**src/hw/rtl/knob_soft_takeover_assert.svh**
```systemverilog
// ----------------------------------------------------------------------------
// Assertion macros for the knob soft takeover block
// Concurrent assertion wrappers that compile away in synthesis builds.
// ----------------------------------------------------------------------------
`ifndef KNOB_SOFT_TAKEOVER_ASSERT_SVH
`define KNOB_SOFT_TAKEOVER_ASSERT_SVH

`ifndef SYNTHESIS
`define KST_ASSERT(lbl, clk, rstn, prop) \
    lbl: assert property (@(posedge clk) disable iff (!rstn) (prop)) \
        else $error("assertion failed");
`define KST_ASSERT_NEXT(lbl, clk, rstn, ante, cons) \
    lbl: assert property (@(posedge clk) disable iff (!rstn) (ante) |=> (cons)) \
        else $error("assertion failed");
`else
`define KST_ASSERT(lbl, clk, rstn, prop)
`define KST_ASSERT_NEXT(lbl, clk, rstn, ante, cons)
`endif

`endif

```
**src/hw/rtl/kst_pkg.sv**
```systemverilog
`timescale 1ns / 1ps
// ----------------------------------------------------------------------------
// kst_pkg
// Types and constants shared by the knob soft takeover block.
// ----------------------------------------------------------------------------
package kst_pkg;

    localparam int KNOB_COUNT  = 6;
    localparam int PAGE_COUNT  = 4;
    localparam int VALUE_BITS  = 16;
    localparam int PAGE_W      = 2;
    localparam int KNOB_W      = 3;
    localparam int CFG_INDEX_W = 1;

    typedef logic [VALUE_BITS-1:0] t_value;

    localparam t_value VALUE_MAX     = {VALUE_BITS{1'b1}};
    localparam t_value PICKUP_RESET  = t_value'(655);
    localparam t_value EDIT_RESET    = t_value'(655);

    localparam logic [CFG_INDEX_W-1:0] REG_PICKUP_WINDOW = 1'b0;
    localparam logic [CFG_INDEX_W-1:0] REG_EDIT_WINDOW   = 1'b1;

    localparam logic REQ_SAMPLE  = 1'b0;
    localparam logic REQ_PRELOAD = 1'b1;

    typedef struct packed {
        logic              req_type;
        logic [PAGE_W-1:0] page;
        logic [KNOB_W-1:0] knob_index;
        t_value            pot_value;
    } t_in_item;

    typedef struct packed {
        t_value                param_value;
        logic                  knob_armed;
        logic [KNOB_COUNT-1:0] pending_mask;
        logic                  page_edited;
    } t_out_item;

endpackage

```
**src/hw/rtl/kst_store.sv**
```systemverilog
`timescale 1ns / 1ps
// ----------------------------------------------------------------------------
// kst_store
// Stored parameter values, one per page and knob, in a synchronous memory
// with valid bits and forwarding of the most recent write.
// ----------------------------------------------------------------------------
module kst_store #(
    parameter int DEPTH  = kst_pkg::PAGE_COUNT * kst_pkg::KNOB_COUNT,
    parameter int SLOT_W = $clog2(DEPTH)
) (
    input  logic                i_clk,
    input  logic                i_rst_n,
    input  logic                i_rd_en,
    input  logic [SLOT_W-1:0]   i_rd_slot,
    input  logic                i_wr_en,
    input  logic [SLOT_W-1:0]   i_wr_slot,
    input  kst_pkg::t_value     i_wr_data,
    output kst_pkg::t_value     o_rd_value
);

    kst_pkg::t_value    r_mem [DEPTH];
    kst_pkg::t_value    r_rd_data;
    logic [SLOT_W-1:0]  r_rd_slot;
    logic [DEPTH-1:0]   r_valid;
    logic               r_fwd_en;
    logic [SLOT_W-1:0]  r_fwd_slot;
    kst_pkg::t_value    r_fwd_data;

    always_ff @(posedge i_clk) begin
        if (i_wr_en) begin
            r_mem[i_wr_slot] <= i_wr_data;
        end
        if (i_rd_en) begin
            r_rd_data <= r_mem[i_rd_slot];
            r_rd_slot <= i_rd_slot;
        end
        if (i_wr_en) begin
            r_fwd_slot <= i_wr_slot;
            r_fwd_data <= i_wr_data;
        end
    end

    always_ff @(posedge i_clk) begin
        if (!i_rst_n) begin
            r_valid  <= '0;
            r_fwd_en <= 1'b0;
        end else if (i_wr_en) begin
            r_valid[i_wr_slot] <= 1'b1;
            r_fwd_en           <= 1'b1;
        end
    end

    // The last write may have landed in the same cycle as the read.
    always_comb begin
        if (r_fwd_en && r_fwd_slot == r_rd_slot) begin
            o_rd_value = r_fwd_data;
        end else if (r_valid[r_rd_slot]) begin
            o_rd_value = r_rd_data;
        end else begin
            o_rd_value = '0;
        end
    end

endmodule

```
**src/hw/rtl/knob_soft_takeover.sv**
```systemverilog
`timescale 1ns / 1ps
// ----------------------------------------------------------------------------
// knob_soft_takeover
// Soft takeover of potentiometers over paged parameters.
// ----------------------------------------------------------------------------
// The block takes one transaction per clock cycle while the output is not
// stalled, and presents one result per transaction: the stored value is read
// from the parameter memory at acceptance, the pickup and edit decisions and
// the write back happen in the r_s1 stage that follows, and the result sits in an
// output register while the next transaction is already being worked on. The
// registered read of the parameter memory sets that depth; the most
// recent write is forwarded so that consecutive transactions on the same
// page and knob see each other. The memory needs no clearing pass after
// reset: per-entry valid bits make unwritten entries read as zero.
module knob_soft_takeover #(
    parameter int PAGE_COUNT = kst_pkg::PAGE_COUNT
) (
    input  logic                               i_clk,
    input  logic                               i_rst_n,
    input  logic                               i_in_valid,
    output logic                               o_in_ready,
    input  kst_pkg::t_in_item                  i_in,
    output logic                               o_out_valid,
    input  logic                               i_out_ready,
    output kst_pkg::t_out_item                 o_out,
    input  logic                               i_cfg_we,
    input  logic [kst_pkg::CFG_INDEX_W-1:0]    i_cfg_index,
    input  kst_pkg::t_value                    i_cfg_data
);

    `include "knob_soft_takeover_assert.svh"

    localparam int KNOBS  = kst_pkg::KNOB_COUNT;
    localparam int DEPTH  = PAGE_COUNT * KNOBS;
    localparam int SLOT_W = $clog2(DEPTH);

    kst_pkg::t_value    r_pickup;
    kst_pkg::t_value    r_edit;

    logic               r_s1_valid;
    kst_pkg::t_in_item  r_s1;
    logic               r_s1_ok;
    logic [SLOT_W-1:0]  r_s1_slot;

    logic [KNOBS-1:0]           r_armed;
    logic [KNOBS-1:0]           r_above;
    kst_pkg::t_value            r_entry [KNOBS];
    logic [kst_pkg::PAGE_W-1:0] r_seen_page [KNOBS];
    logic [KNOBS-1:0]           r_seen_valid;
    logic                       r_edited;

    logic [KNOBS-1:0]           n_armed;
    logic [KNOBS-1:0]           n_above;
    kst_pkg::t_value            n_entry [KNOBS];
    logic [kst_pkg::PAGE_W-1:0] n_seen_page [KNOBS];
    logic [KNOBS-1:0]           n_seen_valid;
    logic                       n_edited;

    logic                r_out_valid;
    kst_pkg::t_out_item  r_out;
    kst_pkg::t_out_item  n_out;

    logic               in_fire;
    logic               in_ok;
    logic [SLOT_W-1:0]  in_slot;
    logic               s1_adv;
    kst_pkg::t_value    st_value;
    logic               wr_en;

    logic                       is_sample;
    logic                       park;
    logic                       arm;
    logic [kst_pkg::KNOB_W-1:0] k;
    kst_pkg::t_value            p;
    kst_pkg::t_value            absd;
    kst_pkg::t_value            edd;
    kst_pkg::t_value            top;
    kst_pkg::t_value            entry;
    logic                       gt;
    logic                       lt;
    logic                       above;
    logic                       armed0;
    logic                       edited0;
    logic                       crossed;
    logic                       end_hit;
    kst_pkg::t_value            out_value;
    logic                       out_armed;

    assign in_fire    = i_in_valid && o_in_ready;
    assign in_ok      = (int'(i_in.page) < PAGE_COUNT) && (int'(i_in.knob_index) < KNOBS);
    assign in_slot    = SLOT_W'(int'(i_in.page) * KNOBS + int'(i_in.knob_index));
    assign s1_adv     = r_s1_valid && (!r_out_valid || i_out_ready);
    assign o_in_ready = !r_s1_valid || s1_adv;

    kst_store #(
        .DEPTH  (DEPTH),
        .SLOT_W (SLOT_W)
    ) u_store (
        .i_clk      (i_clk),
        .i_rst_n    (i_rst_n),
        .i_rd_en    (in_fire && in_ok),
        .i_rd_slot  (in_slot),
        .i_wr_en    (s1_adv && wr_en),
        .i_wr_slot  (r_s1_slot),
        .i_wr_data  (r_s1.pot_value),
        .o_rd_value (st_value)
    );

    always_ff @(posedge i_clk) begin
        if (!i_rst_n) begin
            r_pickup <= kst_pkg::PICKUP_RESET;
            r_edit   <= kst_pkg::EDIT_RESET;
        end else if (i_cfg_we) begin
            case (i_cfg_index)
                kst_pkg::REG_PICKUP_WINDOW: r_pickup <= i_cfg_data;
                kst_pkg::REG_EDIT_WINDOW:   r_edit   <= i_cfg_data;
                default: ;
            endcase
        end
    end

    always_comb begin
        k         = r_s1.knob_index;
        p         = r_s1.pot_value;
        is_sample = r_s1.req_type == kst_pkg::REQ_SAMPLE;
        park      = !r_seen_valid[k] || r_seen_page[k] != r_s1.page;
        gt        = p > st_value;
        lt        = p < st_value;
        absd      = gt ? p - st_value : st_value - p;
        above     = park ? gt : r_above[k];
        entry     = park ? st_value : r_entry[k];
        armed0    = park ? 1'b0 : r_armed[k];
        edited0   = park ? 1'b0 : r_edited;
        top       = kst_pkg::VALUE_MAX - r_pickup;
        end_hit   = (p >= top && lt) || (p <= r_pickup && gt);
        crossed   = gt != above;
        arm       = armed0 || absd <= r_pickup || crossed || end_hit;
        edd       = (p > entry) ? p - entry : entry - p;

        n_armed      = r_armed;
        n_above      = r_above;
        n_entry      = r_entry;
        n_seen_page  = r_seen_page;
        n_seen_valid = r_seen_valid;
        n_edited     = r_edited;
        wr_en        = 1'b0;
        out_value    = '0;
        out_armed    = 1'b0;

        if (r_s1_ok) begin
            if (!is_sample) begin
                wr_en     = 1'b1;
                out_value = p;
                out_armed = r_armed[k];
            end else begin
                n_armed[k]      = arm;
                n_above[k]      = above;
                n_entry[k]      = entry;
                n_seen_page[k]  = r_s1.page;
                n_seen_valid[k] = 1'b1;
                n_edited        = edited0 || (arm && edd > r_edit);
                wr_en           = arm;
                out_value       = arm ? p : st_value;
                out_armed       = arm;
            end
        end

        n_out.param_value  = out_value;
        n_out.knob_armed   = out_armed;
        n_out.pending_mask = ~n_armed;
        n_out.page_edited  = n_edited;
    end

    always_ff @(posedge i_clk) begin
        if (!i_rst_n) begin
            r_s1_valid   <= 1'b0;
            r_out_valid  <= 1'b0;
            r_armed      <= '0;
            r_above      <= '0;
            r_seen_valid <= '0;
            r_edited     <= 1'b0;
            for (int i = 0; i < KNOBS; i++) begin
                r_entry[i]     <= '0;
                r_seen_page[i] <= '0;
            end
        end else begin
            if (in_fire) begin
                r_s1_valid <= 1'b1;
            end else if (s1_adv) begin
                r_s1_valid <= 1'b0;
            end
            if (s1_adv) begin
                r_out_valid  <= 1'b1;
                r_armed      <= n_armed;
                r_above      <= n_above;
                r_entry      <= n_entry;
                r_seen_page  <= n_seen_page;
                r_seen_valid <= n_seen_valid;
                r_edited     <= n_edited;
            end else if (i_out_ready) begin
                r_out_valid <= 1'b0;
            end
        end
    end

    always_ff @(posedge i_clk) begin
        if (in_fire) begin
            r_s1      <= i_in;
            r_s1_ok   <= in_ok;
            r_s1_slot <= in_slot;
        end
        if (s1_adv) begin
            r_out <= n_out;
        end
    end

    assign o_out_valid = r_out_valid;
    assign o_out       = r_out;

    `KST_ASSERT(a_pending_matches, i_clk, i_rst_n, !r_out_valid || (r_out.pending_mask == ~r_armed))
    `KST_ASSERT_NEXT(a_armed_follows, i_clk, i_rst_n, s1_adv && r_s1_ok && is_sample && arm, r_out.param_value == $past(r_s1.pot_value))
    `KST_ASSERT_NEXT(a_stall_holds, i_clk, i_rst_n, r_s1_valid && !s1_adv, r_s1_valid && $stable(r_s1))

endmodule

```
**config.mk**
```make
export PLATFORM = sky130hd
export DESIGN_NAME = knob_soft_takeover
export DESIGN_NICKNAME = d
export VERILOG_FILES = /design/src/hw/rtl/kst_pkg.sv /design/src/hw/rtl/kst_store.sv /design/src/hw/rtl/knob_soft_takeover.sv
export VERILOG_INCLUDE_DIRS = /design/src /design/src/hw/rtl
export SDC_FILE = /design/constraint.sdc
export NUM_CORES = 1
export LEC_CHECK = 0
export ABC_AREA = 1
export BUFFER_PORTS_ARGS = -buffer_cell sky130_fd_sc_hd__clkbuf_2
export CAP_MARGIN = 20
export CORE_MARGIN = 1.5
export CORE_UTILIZATION = 45
export CTS_CLUSTER_DIAMETER = 60
export DETAILED_ROUTE_END_ITERATION = 8
export HOLD_SLACK_MARGIN = 0.08
export PLACE_DENSITY = 0.59
export SLEW_MARGIN = 20
export SYNTH_ARGS = -nofsm -noshare
export SYNTH_HDL_FRONTEND = slang
export SYNTH_SLANG_ARGS = --single-unit
```
**constraint.sdc**
```tcl
create_clock -name i_clk -period 8.4 [get_ports i_clk]
set_clock_uncertainty 0.2 [all_clocks]
set_input_delay 0.42 -clock i_clk [delete_from_list [all_inputs] [get_ports i_clk]]
set_output_delay 0.42 -clock i_clk [all_outputs]
set_load 0.02 [all_outputs]
```
==> metrics.md <==
| Metric | Value |
|---|---|
| Filler Cell Count | 6076 |
| Reg2reg setup slack | 0.60 ns |
| Number of global-route vias before repair | 23239 |
| Largest cells by area after synthesis | edfxtp_1 46%, dfxtp_1 12%, o21ai_0 7.6% |
| Leak pwr | 13.39 nW |
| IO buf count | 69 |
| Area after DPL | 32090 um2 |
| Fin area | between 30000 and 40000 um2 |
| Worst Tran Pin Value | 1.167 ns |
| Pre-antenna DRT Iters | 6 |
| CTS tree | done |
| Die area | 70170 um2 |
| Reg2reg end | o_out[0]$_DFFE_PP_ |
| Total CTS buffers | between 70 and 80 |
| All-Layer GR Usage | 27.45% |
| Cell Area, Synth | 30870 um2 |
| DR vias/cell | 5.827 |
| Net Switching | 2.595 mW |
| WP buf/inv | 6 |
| Die width | between 200 and 300 um |
| Post-synth top area cell | edfxtp_1 |
| Period utilisation layout | between 90% and 100% |
| Ports | 70 |
| Crit Path Max Fanout | 19 |
| Area growth syn-to-layout | 12.78% |
| Root buffer cell | clkbuf_16 |
| CTS clk-pin slew, worst paths | 0.06 ns |
| Total Wirelength | approximately 98000 um |
| Kind of cell adding the most delay to the critical path | simple AND/OR/NAND/NOR gates |
| # Max-Cap Violations | 0 |
| Synth Area per Inst | a little under 10 um2 |
| Die height | 264.9 um |
| Initial Utilization | ~46% |
| Crit start category | flop |
| Cell Pwr Density | 241.2 nW/um2 |
| Async SR Flop Fraction | 0% |
| Max Fclk | about 130 MHz |
| DP Wirelength | 63390 um |
| Cell Rows | 95 |
| Post-Syn Nets | 3313 |
| Critical path capture point type | flop |
| Flop pwr share | 43.3% |
| Switching part of the total | a little under a third |
| CTS HTree Levels | 3 |
| Largest net degree at the start of global routing | 102 |
| Final min period | 7.799 ns |
| Hold Startpoint | i_cfg_we |
| GRT overflow | 0 |
| CP Data Required Time | 8.58 ns |
| Flops & latches, synth | ~660 |
| Layout Nets | ~3400 |
| Sequential cell area | 18050 um2 |
| Hold Path Class | primary input to flop |
| Multi-input gate area | 11010 um2 |
| Drt drc | 0 |
| Outcome | completed |
| Int Pwr | approximately 5.8 mW |
| Netlist cell types | 49 |
| Core area | 67510 um2 |
| Critical path class | flop to flop |
| Vias | 24146 |
| Post-Synthesis Cells | between 3000 and 4000 |
| CTS Sinks | approximately 660 |
| Final setup vio count | 0 |
| Skew-Pair Late Insertion Delay | 0.64 ns |
| Most frequent CP cell | nand2_1 |
| Synth top cells by count | 477 x edfxtp_1, 468 x o21ai_0, 378 x nor2_1 |
| Crit-path max cell delay | 0.56 ns |
| Main synth FF type | edfxtp_1 |
| Yosys top cell area share | 46.40% |
| Final Max Slew Viols | 0 |
| Setup TNS | 0 ns |
| Diodes inserted | 0 |
| Global-route wire length before repair | 145400 um |
| Clock Path Buffers | 3 |
| Initial antenna violation count | 1 |
| WL per Instance | 23.56 um |
| Seq/Total Area, Yosys | between 50% and 60% |
| Max-slew headroom | 22.10% |
| Max rail drop VDD | 0.0001499 V |
| DR iter-0 viols | between 2000 and 2500 |
| EDFF count, synth | approximately 480 |
| Hold EP | r_pickup[0]$_SDFFE_PN1P_ |
| Reg2reg path depth | 32 |
| Critical R2R Launch | k[1]$_DFFE_PP_ |
| Layout cells sized above 1 | 8.682% |
| Cts repair resizes | 0 |
| Clock power frac | 36.6% |
| Most frequent cell after synthesis | edfxtp_1 |
| Final hold viol count | 0 |
| Comb pwr share | 20.2% |
| Global placer's final weighted congestion | just under 1 |
| Routed Antenna Nets | 0 |
| Arr. time, crit path | 7.98 ns |
| Unrepaired setup endpoints after global routing | no |
| Hold depth | 4 |
| Slowest-stage cell, CP | edfxtp_1 |
| Warnings from Yosys | 0 |
[timing repair]
action / 4_1_cts / 5_1_grt
setup buffers: 0 / 3
hold buffers: 42 / 0
endpoints found under the setup margin: 0 / 1
hold endpoints to repair: 56 / 0
[worst max path at each step]
stage                                    from                              end  cells after the start
2_1_floorplan  u_store.r_rd_slot[0]$_DFFE_PP_  u_store.r_fwd_data[0]$_DFFE_PP_                     33
3_3_place_gp                   k[0]$_DFFE_PP_               o_out[0]$_DFFE_PP_                     32
5_1_grt        u_store.r_rd_slot[0]$_DFFE_PP_  u_store.r_fwd_data[4]$_DFFE_PP_                     35
3_5_place_dp                   k[0]$_DFFE_PP_               o_out[0]$_DFFE_PP_                     32
6_report                       k[1]$_DFFE_PP_               o_out[0]$_DFFE_PP_                     32
4_1_cts                        k[0]$_DFFE_PP_               o_out[0]$_DFFE_PP_                     32
[power groups by stage]
stage / clock [mW] / combinational, mW / sequential [mW]
3_3_place_gp: 0 / 1.63 / 3.70
2_1_floorplan: 0 / 1.04 / 3.71
5_1_grt: 3.24 / 1.84 / 3.64
6_report: 3.07 / 1.69 / 3.63
4_1_cts: 3.10 / 1.67 / 3.63
3_5_place_dp: 0 / 1.64 / 3.70
[layout by cell type (no fill, tap or decap), drive strengths merged, types with 3 or more instances in the layout]
master       netlist  final
a21boi             4      4
o21a               5      5
o22ai             64     64
a31oi              4      4
dlygate4sd3        0     42
xnor2              9      9
clkbuf           144    163
nand2            337    337
o21ai            490    490
a22oi             14     14
dfxtp            186    186
a221oi            17     17
xor2              30     30
and3               3      3
clkinvlp           0      4
clkinv             3     31
a22o               5      5
a21o               4      4
fa                 5      5
inv              308    313
o221ai            55     55
edfxtp           477    477
buf               22     60
nor2             385    385
a21oi            265    265
a211oi             4      4
nand4             18     18
ha               130    130
nand3             93     93
nor3              15     15
o211ai            20     20
o21bai             7      7
[sequential cells by signal, summed over array words and instances, names as in the netlist, 3 cells and up, named ones only]
signal and count:
u_store.r_valid 24, r_s1_slot 4, p 16, u_store.r_fwd_data 16, k 3, r_s1 3
o_out 24, u_store.r_fwd_slot 5, u_store.r_mem 384, r_edit 16, r_seen_valid 6, u_store.r_rd_data 16
u_store.r_rd_slot 5, r_seen_page 12, r_pickup 16, r_entry 96, r_above 6
[routing by layer]
layer | wire length [um] | up-vias | track usage, %
met3 | 6285 | 191 | 3.892
met5 | 0 | - | 0
li1 | - | 11140 | -
met1 | 41550 | 11838 | 37.00
met2 | 45460 | 977 | 44.07
met4 | 4339 | 0 | 12.46
[metrics by stage]
step                      cells  setup WS, ns  power [mW]  utilization (%)  hold slack, ns
final                      4144        0.6013       8.398            51.56          0.1492
after global routing       4144       0.03542       8.723            51.56          0.1794
after CTS                  4141        0.6308       8.409            51.53          0.1154
after detailed placement   3965        0.6967       5.346            47.53          0.2479
after global placement     3965        0.7421       5.332            47.53          0.2476
after floorplan            3134         2.754       4.758                -          0.2268
[kinds of logic (layout without fill, tap and decap cells)]
family / after synthesis / count (layout) / share of synthesized area, %
compound gates: 960 / 960 / 17.46
xor+xnor: 39 / 39 / 1.107
fa+ha+maj: 135 / 135 / 5.594
buf+inv: 477 / 614 / 5.995
flops: 663 / 663 / 58.47
mux: 2 / 2 / 0.06486
simple gates: 858 / 858 / 11.31
[worst reg2reg max path: cells and delay by family (launching register included)]
| kind | cells | cell delay, ns |
|---|---|---|
| flops | 1 | 0.56 |
| compound gates | 4 | 1.24 |
| simple gates | 19 | 3.38 |
| fa+ha+maj | 2 | 0.79 |
| buf+inv | 6 | 1.22 |
| xor+xnor | 1 | 0.14 |
[cell type report]
class	instances	area share, %
sequential	663	51.84
clock buffer	96	5.675
multi-input combinational	1994	31.63
clock inverter	38	0.8841
tap	873	3.138
inverter	311	3.360
timing repair buffer	169	3.475
Power figures use the tool's default switching activity.
